$ cat config.mk
export PLATFORM = sky130hd
export DESIGN_NAME = reader_writer_lock_arbiter
export DESIGN_NICKNAME = d
export VERILOG_FILES = /design/src/rwl_pkg.sv /design/src/reader_writer_lock_arbiter.sv /design/src/rwl_ram.sv /design/src/rwl_queue.sv
export SDC_FILE = /design/constraint.sdc
export NUM_CORES = 1
export LEC_CHECK = 0
export BUFFER_PORTS_ARGS = -buffer_cell sky130_fd_sc_hd__buf_2
export CORE_MARGIN = 5
export CORE_UTILIZATION = 35
export CTS_CLUSTER_DIAMETER = 60
export DETAILED_ROUTE_END_ITERATION = 10
export GPL_TIMING_DRIVEN = 0
export SYNTH_ARGS = -nofsm -noshare
export SYNTH_HDL_FRONTEND = slang
export SYNTH_SLANG_ARGS = --single-unit
$ cat constraint.sdc
create_clock -name clock -period 2.85 [get_ports clock]
set_input_delay 0.57 -clock clock [delete_from_list [all_inputs] [get_ports clock]]
set_output_delay 0.57 -clock clock [all_outputs]
set_load 0.005 [all_outputs]
$ cat src/rwl_pkg.sv
// shared types and constants of the reader-writer lock arbiter
package rwl_pkg;

   localparam int ID_W      = 4;
   localparam int READERS_W = 5;

   localparam logic [READERS_W-1:0] READERS_MAX = 5'd31;

   typedef enum logic [1:0] {
      REQ_START_READ  = 2'd0,
      REQ_END_READ    = 2'd1,
      REQ_START_WRITE = 2'd2,
      REQ_END_WRITE   = 2'd3
   } req_kind_type;

   typedef enum logic {
      KIND_READ  = 1'b0,
      KIND_WRITE = 1'b1
   } grant_kind_type;

   typedef enum logic [1:0] {
      S_IDLE,
      S_READ_REL,
      S_WRITE_GRANT
   } state_type;

   // queue commands from the sequencer
   typedef struct packed {
      logic            push;
      logic [ID_W-1:0] push_id;
      logic            pop;
      logic            rd;
   } qctl_type;

   // queue occupancy flags back to the sequencer
   typedef struct packed {
      logic empty;
      logic single;
      logic full;
   } qsts_type;

endpackage

$ cat src/reader_writer_lock_arbiter.sv
// top level of the reader-priority reader-writer lock arbiter
//
//  channel | ports                                          | dir
//  --------+------------------------------------------------+-----
//  req     | req_valid req_stall req_type req_requester_id  | in
//  rsp     | rsp_valid rsp_stall rsp_granted rsp_grant_id   | out
//          | rsp_grant_kind rsp_last_result                 |
//
//  a request that grants at most its own agent needs no queue read; its beat
//  sits in the output register from the next cycle on
//  a reader release or a head writer grant first reads the queue ram, then
//  gives one grant beat per cycle while the output is not stalled; no request
//  is taken while a release runs
//  reset clears counts, flags and queue pointers; the queue rams need no
//  clearing pass since only written entries are ever read
//  a stalled result holds the sequencer; a new request is taken in the
//  cycle the pending result beat leaves
module reader_writer_lock_arbiter
   import rwl_pkg::*;
#(
   parameter int AGENT_COUNT = 16
) (
   input  logic            clock,
   input  logic            reset,
   input  logic            req_valid,
   output logic            req_stall,
   input  logic [1:0]      req_type,
   input  logic [ID_W-1:0] req_requester_id,
   output logic            rsp_valid,
   input  logic            rsp_stall,
   output logic            rsp_granted,
   output logic [ID_W-1:0] rsp_grant_id,
   output logic            rsp_grant_kind,
   output logic            rsp_last_result
);

   state_type state_ff, state_in;

   logic [READERS_W-1:0] active_readers_ff, active_readers_in;
   logic                 writer_active_ff, writer_active_in;
   logic [READERS_W-1:0] readers_inc;

   // output register
   logic            rsp_valid_ff;
   logic            granted_ff, granted_in;
   logic [ID_W-1:0] grant_id_ff, grant_id_in;
   logic            grant_kind_ff, grant_kind_in;
   logic            last_ff, last_in;
   logic            emit;
   logic            out_free;
   logic            accept;

   qctl_type        rq_ctl, wq_ctl;
   qsts_type        rq_sts, wq_sts;
   logic [ID_W-1:0] rq_head, wq_head;

   req_kind_type    req_kind;

   assign req_kind    = req_kind_type'(req_type);
   assign out_free    = !rsp_valid_ff || !rsp_stall;
   assign accept      = req_valid && !req_stall;
   // active reader count saturates
   assign readers_inc = (active_readers_ff == READERS_MAX) ? active_readers_ff
                                                          : active_readers_ff + 1'b1;

   // waiting readers
   rwl_queue #(
      .DEPTH(AGENT_COUNT)
   ) u_reader_q (
      .clock  (clock),
      .reset  (reset),
      .ctl    (rq_ctl),
      .sts    (rq_sts),
      .head_id(rq_head)
   );

   // waiting writers
   rwl_queue #(
      .DEPTH(AGENT_COUNT)
   ) u_writer_q (
      .clock  (clock),
      .reset  (reset),
      .ctl    (wq_ctl),
      .sts    (wq_sts),
      .head_id(wq_head)
   );

   // sequencer outputs and state updates
   always_comb begin
      req_stall         = 1'b1;
      rq_ctl            = '0;
      wq_ctl            = '0;
      rq_ctl.push_id    = req_requester_id;
      wq_ctl.push_id    = req_requester_id;
      active_readers_in = active_readers_ff;
      writer_active_in  = writer_active_ff;
      emit              = 1'b0;
      granted_in        = 1'b0;
      grant_id_in       = '0;
      grant_kind_in     = KIND_READ;
      last_in           = 1'b1;

      unique case (state_ff)
         S_IDLE: begin
            req_stall = !out_free;
            if (accept) begin
               unique case (req_kind)
                  REQ_START_READ: begin
                     if (writer_active_ff) begin
                        // wait behind the writer, dropped when queue is full
                        rq_ctl.push = 1'b1;
                        emit        = 1'b1;
                     end else begin
                        active_readers_in = readers_inc;
                        emit              = 1'b1;
                        granted_in        = 1'b1;
                        grant_id_in       = req_requester_id;
                        grant_kind_in     = KIND_READ;
                        // any waiting readers follow this grant
                        last_in           = rq_sts.empty;
                        rq_ctl.rd         = !rq_sts.empty;
                     end
                  end
                  REQ_END_READ: begin
                     if (active_readers_ff != '0) begin
                        active_readers_in = active_readers_ff - 1'b1;
                        // last reader out hands over to the head writer
                        if (active_readers_ff == READERS_W'(1) && !writer_active_ff &&
                            !wq_sts.empty) begin
                           wq_ctl.rd = 1'b1;
                        end else begin
                           emit = 1'b1;
                        end
                     end else begin
                        emit = 1'b1;
                     end
                  end
                  REQ_START_WRITE: begin
                     if (active_readers_ff != '0 || writer_active_ff) begin
                        wq_ctl.push = 1'b1;
                        emit        = 1'b1;
                     end else begin
                        writer_active_in = 1'b1;
                        emit             = 1'b1;
                        granted_in       = 1'b1;
                        grant_id_in      = req_requester_id;
                        grant_kind_in    = KIND_WRITE;
                     end
                  end
                  REQ_END_WRITE: begin
                     if (writer_active_ff) begin
                        writer_active_in = 1'b0;
                        // readers have priority over the next writer
                        if (!rq_sts.empty) begin
                           rq_ctl.rd = 1'b1;
                        end else if (!wq_sts.empty) begin
                           wq_ctl.rd = 1'b1;
                        end else begin
                           emit = 1'b1;
                        end
                     end else begin
                        emit = 1'b1;
                     end
                  end
                  default: begin
                     emit = 1'b1;
                  end
               endcase
            end
         end
         S_READ_REL: begin
            // one released reader per free output slot, next head prefetched
            if (out_free) begin
               emit              = 1'b1;
               granted_in        = 1'b1;
               grant_id_in       = rq_head;
               grant_kind_in     = KIND_READ;
               last_in           = rq_sts.single;
               rq_ctl.pop        = 1'b1;
               rq_ctl.rd         = !rq_sts.single;
               active_readers_in = readers_inc;
            end
         end
         S_WRITE_GRANT: begin
            if (out_free) begin
               emit             = 1'b1;
               granted_in       = 1'b1;
               grant_id_in      = wq_head;
               grant_kind_in    = KIND_WRITE;
               wq_ctl.pop       = 1'b1;
               writer_active_in = 1'b1;
            end
         end
         default: begin
            req_stall = 1'b1;
         end
      endcase
   end

   // next state
   always_comb begin
      state_in = state_ff;
      unique case (state_ff)
         S_IDLE: begin
            if (accept && rq_ctl.rd) begin
               state_in = S_READ_REL;
            end else if (accept && wq_ctl.rd) begin
               state_in = S_WRITE_GRANT;
            end
         end
         S_READ_REL: begin
            if (out_free && rq_sts.single) begin
               state_in = S_IDLE;
            end
         end
         S_WRITE_GRANT: begin
            if (out_free) begin
               state_in = S_IDLE;
            end
         end
         default: begin
            state_in = S_IDLE;
         end
      endcase
   end

   always_ff @(posedge clock) begin
      if (reset) begin
         state_ff          <= S_IDLE;
         active_readers_ff <= '0;
         writer_active_ff  <= 1'b0;
         rsp_valid_ff      <= 1'b0;
      end else begin
         state_ff          <= state_in;
         active_readers_ff <= active_readers_in;
         writer_active_ff  <= writer_active_in;
         if (emit) begin
            rsp_valid_ff <= 1'b1;
         end else if (!rsp_stall) begin
            rsp_valid_ff <= 1'b0;
         end
      end
   end

   // result payload, loaded only with a new beat
   always_ff @(posedge clock) begin
      if (emit) begin
         granted_ff    <= granted_in;
         grant_id_ff   <= grant_id_in;
         grant_kind_ff <= grant_kind_in;
         last_ff       <= last_in;
      end
   end

   assign rsp_valid       = rsp_valid_ff;
   assign rsp_granted     = granted_ff;
   assign rsp_grant_id    = grant_id_ff;
   assign rsp_grant_kind  = grant_kind_ff;
   assign rsp_last_result = last_ff;

endmodule

$ cat src/rwl_ram.sv
// generic single-write, single-read ram with registered read data
module rwl_ram #(
   parameter int WIDTH = 4,
   parameter int DEPTH = 16
) (
   input  logic                     clock,
   input  logic                     wr_en,
   input  logic [$clog2(DEPTH)-1:0] wr_addr,
   input  logic [WIDTH-1:0]         wr_data,
   input  logic                     rd_en,
   input  logic [$clog2(DEPTH)-1:0] rd_addr,
   output logic [WIDTH-1:0]         rd_data
);

   logic [WIDTH-1:0] mem_ff [DEPTH];
   logic [WIDTH-1:0] rd_data_ff;

   always_ff @(posedge clock) begin
      if (wr_en) begin
         mem_ff[wr_addr] <= wr_data;
      end
      if (rd_en) begin
         rd_data_ff <= mem_ff[rd_addr];
      end
   end

   assign rd_data = rd_data_ff;

endmodule

$ cat src/rwl_queue.sv
// circular fifo of waiting agent ids held in a ram
module rwl_queue
   import rwl_pkg::*;
#(
   parameter int DEPTH = 16
) (
   input  logic            clock,
   input  logic            reset,
   input  qctl_type        ctl,
   output qsts_type        sts,
   output logic [ID_W-1:0] head_id
);

   localparam int PW = $clog2(DEPTH);
   localparam int CW = $clog2(DEPTH + 1);

   logic [PW-1:0] head_ff, head_in, head_next;
   logic [PW-1:0] tail_ff, tail_in, tail_next;
   logic [CW-1:0] count_ff, count_in;
   logic          do_push;

   assign head_next = (head_ff == PW'(DEPTH - 1)) ? '0 : head_ff + 1'b1;
   assign tail_next = (tail_ff == PW'(DEPTH - 1)) ? '0 : tail_ff + 1'b1;

   assign sts.empty  = (count_ff == '0);
   assign sts.single = (count_ff == CW'(1));
   assign sts.full   = (count_ff == CW'(DEPTH));

   // a push into a full queue is dropped
   assign do_push = ctl.push && !sts.full;

   always_comb begin
      head_in  = head_ff;
      tail_in  = tail_ff;
      count_in = count_ff;
      if (do_push) begin
         tail_in  = tail_next;
         count_in = count_ff + 1'b1;
      end
      if (ctl.pop) begin
         head_in  = head_next;
         count_in = count_ff - 1'b1;
      end
   end

   always_ff @(posedge clock) begin
      if (reset) begin
         head_ff  <= '0;
         tail_ff  <= '0;
         count_ff <= '0;
      end else begin
         head_ff  <= head_in;
         tail_ff  <= tail_in;
         count_ff <= count_in;
      end
   end

   // a read that comes with a pop fetches the entry behind the head
   rwl_ram #(
      .WIDTH(ID_W),
      .DEPTH(DEPTH)
   ) u_ram (
      .clock  (clock),
      .wr_en  (do_push),
      .wr_addr(tail_ff),
      .wr_data(ctl.push_id),
      .rd_en  (ctl.rd),
      .rd_addr(ctl.pop ? head_next : head_ff),
      .rd_data(head_id)
   );

endmodule

==> impl_metrics.csv <==
group,metric,value,unit
final_layout,diodes,0,
grt,grt_pass1_vias,4935,
final_layout,final_core_util,0.410,
timing,hold_violations,0,
critical_path,slowest_delay,0.41,ns
logic_synthesis,yosys_warnings,0,
routing,drt_iter0_drc,404,
die,die-area,27100,µm²
clocking,cts.path.max_buffers,2,
routing,via_count,5068,
final_layout,final_area,9620,µm²
routing,wirelength,16600,µm
logic_synthesis,ys_types,68,
grt,overflow,0,
clocking,clk_latency,0.43,ns
logic_synthesis,synthSimpleGateAreaFrac,0.101,
logic_synthesis,syn_inst,643,
critical_path,required,3.03,ns
timing,rsz0062_at_grt,"true",
placement,place.port_buffers,17,
critical_path,worst-path-buf-inv,2,
logic_synthesis,synth_fa_ha_area_frac,0.0458,
critical_path,crit_fanout,10,
logic_synthesis,async_reset_ff_frac,0,
hold_path,hold_class,"reg2reg",
logic_synthesis,synthTopCellsByArea,"edfxtp_1 51%, dfxtp_1 8.4%, mux2i_1 7.9%",
logic_synthesis,synth-main-ff-cell,"edfxtp_1",
timing,fin_tns_setup,0,ns
critical_path,critPathCaptureType,"flip-flop",
final_layout,final_common_cell,"edfxtp_1",
timing,worst_pin_slew,0.881,ns
timing,finalCriticalPeriod,2.71,ns
placement,placed_cell_area,8850,µm²
grt,grt_usage,0.128,
clocking,cts_hold_buf,0,
critical_path,worstPathCellList,"ha_2 > a21bo_1 > buf_2 > a311o_1 > nand2_2 > buf_6 > mux4_2 > o22ai_1 > nor2_1",
clocking,cts-root-buf,"clkbuf_16",
logic_synthesis,yosysSeqAreaShare,0.597,
die,die-width,165,µm
final_layout,nets,719,
critical_path,cp-start-kind,"flip-flop",
clocking,cts_inserted_buffers,17,
logic_synthesis,synth_area_leader_cell,"edfxtp_1",
routing,firstDrtPassIters,6,
clocking,cts_max_level,4,
critical_path,crit_family,"compound AO/OA/AOI/OAI gates",
timing,setup_viol,0,
die,die_y,165,µm
logic_synthesis,synth.avg_cell_area,13.0,µm²
routing,viasPerCell,5.01,
routing,wl_per_cell,16.4,µm
die,fp.coreArea,23500,µm²
timing,maxSlewHeadroom,0.413,
clocking,path_clk_slew,0.08,ns
power,cellLeakagePower,3.37,nW
logic_synthesis,synth-edff-count,143,
logic_synthesis,syn_nets,683,
critical_path,critPathKind,"reg2reg",
logic_synthesis,synth_seq_cells,178,
die,rows,56,
timing,fmax,369,MHz
clocking,clock_sinks,178,
placement,dp_hpwl,11300,µm
final_layout,finalNonFillerCells,1011,
grt,grt_max_degree,34,
clocking,cts_tree,"done",
critical_path,crit_arrival,2.89,ns
logic_synthesis,synth_xor_area_frac,0.0136,
logic_synthesis,synth_area,8360,µm²
power,ir_drop,0.000382,V
timing,slew_viol_final,0,
timing,min_period_over_period,0.951,
power,power.density,557,nW/µm²
placement,place_inst,979,
routing,antenna_left,0,
placement,gp_congestion,0.781,
logic_synthesis,synth_compound_area_frac,0.0999,
critical_path,crit_slowest_cell,"dfxtp_1",
die,ios,19,
timing,finClkSkew,0.00893,ns
final_layout,final_cell_mix,"143 x edfxtp_1, 66 x mux2i_1, 52 x nor2_1, 35 x dfxtp_1, 29 x nand2_1",
routing,drc,0,
final_layout,drive_above_1_share,0.163,
die,initial_core_util,0.356,
grt,antenna_found_initial,0,
outcome,status,"finished, final reports clean",
grt,grt_pass1_wl,26700,µm
final_layout,area_delta_synth_final,15.0,%
logic_synthesis,synth_top_family_by_area,"multiplexers",
logic_synthesis,muxShareOfSynthArea,0.108,
logic_synthesis,netlist.area_leader.share,0.513,
job,maxCapViolCount,0,
-- stage by stage --
stage	power, mW	worst slack [ns]	hold slack, ns
after floorplan	3.03	0.321	0.478
after global placement	3.12	-0.193	0.508
after detailed placement	3.12	-0.200	0.509
after CTS	5.42	-0.0139	0.522
after global routing	5.55	-0.0489	0.560
final	5.36	0.140	0.524
-- repair_timing --
| item | 4_1_cts | 5_1_grt |
|---|---|---|
| resized for setup | 11 | 30 |
| hold endpoints to repair | 0 | 0 |
| setup endpoints to repair | 41 | 138 |
| pin swaps | 0 | 0 |
| setup buffers | 1 | 0 |
-- final cells by class --
| class | instances | area [µm²] |
|---|---|---|
| Fill cell | 2167 | 13900 |
| Timing Repair Buffer | 18 | 105 |
| Inverter | 24 | 97.6 |
| Buffer | 28 | 191 |
| Tap cell | 319 | 399 |
| Clock buffer | 17 | 425 |
| Multi-Input combinational cell | 412 | 3240 |
| Clock inverter | 15 | 165 |
| Sequential cell | 178 | 4990 |
-- tightest hold or removal path, stage by stage, from the launching register on --
cell     delay (ns)
dfxtp_1        0.36
nand2_1        0.07
a21oi_1        0.05
-- cell families after synthesis --
family          count (synthesis)
buf+inv                        53
compound gates                117
flops                         178
fa+ha+maj                      30
mux                            76
simple gates                  176
xor+xnor                       13
-- metal layers --
layer / GRT usage / vias up / wire length [µm]
li1: - / 2513 / -
met2: 0.197 / 95 / 7510
met4: 0.0344 / 0 / 198
met5: 0 / - / 0
met3: 0.0282 / 14 / 710
met1: 0.184 / 2446 / 8210
-- final timing paths --
kind | endpoint | slack [ns] | cells past startpoint | from
worst min-delay path | state_ff[0]$_SDFFE_PP0P_ | 0.52 | 2 | state_ff[0]$_SDFFE_PP0P_
worst max register to register | u_reader_q.u_ram.rd_data[1]$_DFFE_PN_ | 0.14 | 9 | state_ff[0]$_SDFFE_PP0P_
worst max-delay path | u_reader_q.u_ram.rd_data[1]$_DFFE_PN_ | 0.14 | 9 | state_ff[0]$_SDFFE_PP0P_
worst min register to register | state_ff[0]$_SDFFE_PP0P_ | 0.52 | 2 | state_ff[0]$_SDFFE_PP0P_
-- cell usage after synthesis (all sizes together) (6+ instances only) --
cell type,instances
inv,24
nor2,69
o21ai,12
ha,29
a21oi,25
nand2b,8
a21boi,6
a31oi,8
xnor2,7
nor3,18
and2,8
dfxtp,35
nor2b,9
nand2,33
mux2i,68
a211oi,7
buf,16
clkbuf,13
o22ai,16
edfxtp,143
a2111oi,6
nand3,9
mux4,8
xor2,6
-- registers in the layout (all words and copies together), names as in the netlist, 5 cells and up --
| signal | count |
|---|---|
| u_writer_q.u_ram.mem_ff | 64 |
| u_reader_q.count_ff | 5 |
| u_reader_q.u_ram.mem_ff | 64 |
| active_readers_ff | 5 |
| u_writer_q.count_ff | 5 |
-- report_power, final --
part | switching (mW) | internal [mW]
registers | 0.0198 | 2.83
clock network | 1.11 | 1.18
logic | 0.148 | 0.0731
No activity file was read; power rests on OpenSTA's default activity.
